--- src/sv/njms_ram.sv ---
// Generic single-port-write, registered-read RAM.
module njms_ram #(
    parameter int Width = 16,
    parameter int Depth = 16
) (
    input  logic                     clk,
    input  logic                     we,
    input  logic [$clog2(Depth)-1:0] waddr,
    input  logic [Width-1:0]         wdata,
    input  logic [$clog2(Depth)-1:0] raddr,
    output logic [Width-1:0]         rdata
);
    logic [Width-1:0] mem [Depth];

    always_ff @(posedge clk)
    begin
        if (we)
        begin
            mem[waddr] <= wdata;
        end
        rdata <= mem[raddr];
    end
endmodule

--- config.mk ---
export PLATFORM = sky130hd
export DESIGN_NAME = njms_ram
export DESIGN_NICKNAME = d
export VERILOG_FILES = /design/src/sv/njms_ram.sv
export SDC_FILE = /design/constraint.sdc
export NUM_CORES = 1
export LEC_CHECK = 0
export ABC_CLOCK_PERIOD_IN_PS = 2550
export BUFFER_PORTS_ARGS = -buffer_cell sky130_fd_sc_hd__buf_4
export CAP_MARGIN = 20
export CORE_MARGIN = 4
export CORE_UTILIZATION = 40
export DETAILED_ROUTE_END_ITERATION = 8
export GPL_ROUTABILITY_DRIVEN = 0
export PLACE_DENSITY = 0.58
export SKIP_CTS_REPAIR_TIMING = 1
export SYNTH_ARGS = -nofsm -noshare
export SYNTH_HDL_FRONTEND = slang
export SYNTH_SLANG_ARGS = --single-unit
--- constraint.sdc ---
create_clock -name clk -period 2.55 [get_ports clk]
set_input_delay 0.1275 -clock clk [delete_from_list [all_inputs] [get_ports clk]]
set_output_delay 0.1275 -clock clk [all_outputs]
set_load 0.01 [all_outputs]
==> impl_results.md <==
- Wire length of the first global-routing pass: 31,800 microns
- Crit path arrival time: 1.75 ns
- Number of clock sinks: 272
- Max Transition Viols Final: 0
- Tmin final: 1.34 ns
- Vias in the first global route: 4,892
- Setup violations, final: 0
- Largest net degree at the start of global routing: 27
- Synth Area in XOR/XNOR: 0%
- Critical path class: register to register
- Total Power: 9.76 mW
- Total congestion overflow: 0
- Slew headroom: 60.5%
- Root Driver: clkbuf_16
- Worst reg2reg endpoint: rdata[5]
- Share of post-route cells with drive strength above 1: 34.9%
- Core ar.: 24,500 sq um
- Syn. warnings: 0
- Setup_tns: 0 ns
- Wire per inst: 24.4 microns
- Crit-path cells: mux4_2 -> a22oi_1 -> nand2_1
- Status: finished, final reports clean
- Hold WC Path Type: input port to register
- Crit start category: register
- Setup Skew: 0.00675 ns
- Row count: 57
- Worst path top cell family by delay: multiplexers
- Net count, final: 554
- Total track usage: 15.2%
- Post-Synth Simple-Gate Area: 1.92%
- Worst path depth: 3
- Die X: 166 microns
- Port Buf Inserts: 41
- Ports: 42
- Crit. End Element: register
- First-pass DRT Iterations: 4
- CP endpoint: rdata[5]
- Worst path slowest cell: mux4_2
- Post-route DRC: 0
- P_leak: 3.99 nW
- Synthesized area per cell: 23.2 sq um
- Max-cap violation count: 0
- Starting Density: 40.9%
- Clock-pin slew on the worst setup and hold paths: 0.06 ns
- Longest Clk Path Bufs: 3
- Register area share after synthesis: 79.7%
- Critical Path Source: mem[11][5]
- Htree depth: 1
- Die Height: 166 microns
- VDD IR max: 546 uV
- Yosys cell types: 19
- Mux contribution to synthesized area: 14.7%
- RSZ-0062 raised after global routing: false
- Synth Area in Adders: 0%
- CTS Buf Count: 27
- Worst r2r src: mem[11][5]
- DPL Wire Length: 12,200 microns
- DR iter-0 viols: 476
- CTS tree: yes
- R2R Setup Slk: 1.21 ns
- Area grow syn2layout: 20.3%
- CP required: 2.95 ns
- DIE AREA: 27,700 sq um
- Via density: 5.36
- Tcrit/Tclk final: 52.6%
- Worst skew pair latency: 0.52 ns
- Syn Inst Count: 432
- Post-Syn Nets: 458
- Final WL: 21,300 microns
- Pwr Density: 808 nW/um^2
- Synth Area in Compound Gates: 2.39%
- Final ANT Viol Nets: 0
- Worst Path Buf+Inv: 0
- Tightest Pin Transition: 0.590 ns
- Via count: 4,682
- Initial antenna violation count: 1
- Worst Reg2Reg Path Length in Cells: 3
- Fin. Hold Viols: 0
- Largest family of logic cells by synthesized area: multiplexers
- CP max stage delay: 0.48 ns
- Fmax: 746 MHz
- FF+latch count, synth: 272
- Syn Std Cell Area: 10,000 sq um
- Max FO, Critical Path: 1
[layout make-up]
cell class / instances / area [sq um]
fill: 2002 / 12400
sequential: 272 / 8010
multi-input combinational: 139 / 1970
timing repair buffer: 88 / 738
clock buffer: 31 / 721
tap: 324 / 405
clock inverter: 18 / 244
antenna: 1 / 2.50
[worst reg2reg max path: stages, from the launching register on]
cell      delay, ns
edfxtp_1       0.37
mux4_2         0.48
a22oi_1        0.29
nand2_1        0.08
[worst min-delay path by stage]
stage               startpoint          to  slack (ns)  cells after the start
floorplan             wdata[0]   mem[0][0]        0.23                      0
global placement      wdata[9]   mem[9][9]        0.42                      1
detailed placement    wdata[4]  mem[14][4]        0.43                      1
CTS                   wdata[4]  mem[15][4]       -0.13                      1
global route          raddr[2]    rdata[8]        0.13                      4
finish                raddr[2]    rdata[1]        0.13                      4
[per-stage QoR]
step / util (%) / setup slack (ns) / hold slack, ns / instance area [sq um] / std cells
2_1_floorplan: - / 0.367 / 0.226 / 10000 / 432
5_1_grt: 49.3 / 1.11 / 0.125 / 12100 / 873
3_3_place_gp: 44.7 / 0.776 / 0.415 / 11000 / 807
3_5_place_dp: 44.7 / 0.723 / 0.429 / 11000 / 807
4_1_cts: 48.6 / 1.23 / -0.126 / 11900 / 856
6_report: 49.3 / 1.21 / 0.128 / 12100 / 873
[logic make-up (layout without fill, tap and decap cells)]
family / Yosys count / in the layout
AO/OA/AOI/OAI: 32 / 32
buffers and inverters: 21 / 137
flip-flops: 272 / 272
multiplexers: 64 / 64
other: 0 / 1
AND/OR/NAND/NOR: 43 / 43
[where the power goes]
group	internal, mW	leakage (nW)	switching [mW]	total (mW)
logic	0.235	1.07	0.264	0.499
clock network	2.63	0.479	1.61	4.24
registers	5.00	2.45	0.0323	5.03
[placed cells by master (no fill, tap or decap)]
cell,n
mux4_1,10
diode_2,1
nor2_1,1
nand3b_1,2
buf_4,69
a22oi_1,32
nand2_1,17
dlygate4sd3_1,16
nor2b_2,2
nor3_2,4
and2_1,1
clkinv_2,8
buf_12,3
clkbuf_16,27
mux4_2,54
inv_6,1
edfxtp_1,256
nand2b_1,2
clkinvlp_4,1
nand3_1,1
clkinv_1,2
bufinv_16,6
or3b_2,1
dfxtp_1,16
clkbuf_8,3
nor2_2,12
clkbuf_1,1
[Yosys cell counts, drive strengths merged]
master / count / area (sq um)
a22oi: 32 / 240
and2: 1 / 6.26
buf: 13 / 93.8
clkbuf: 8 / 30.0
dfxtp: 16 / 320
edfxtp: 256 / 7690
mux4: 64 / 1480
nand2: 17 / 63.8
nand2b: 2 / 12.5
nand3: 1 / 5.00
nand3b: 2 / 15.0
nor2: 13 / 48.8
nor2b: 2 / 12.5
nor3: 4 / 20.0
or3b: 1 / 8.76
[routing by layer]
| layer | track usage, % | up-vias | wire (microns) |
|---|---|---|---|
| met3 | 2.49 | 29 | 1050 |
| met5 | 0 | - | 0 |
| met2 | 26.2 | 103 | 11100 |
| li1 | - | 2033 | - |
| met1 | 20.6 | 2517 | 8720 |
| met4 | 3.13 | 0 | 405 |
[state kept, by name, indices dropped and copies added, names as in the netlist]
name and cells:
rdata 16, mem 256
Power figures use the tool's default switching activity.
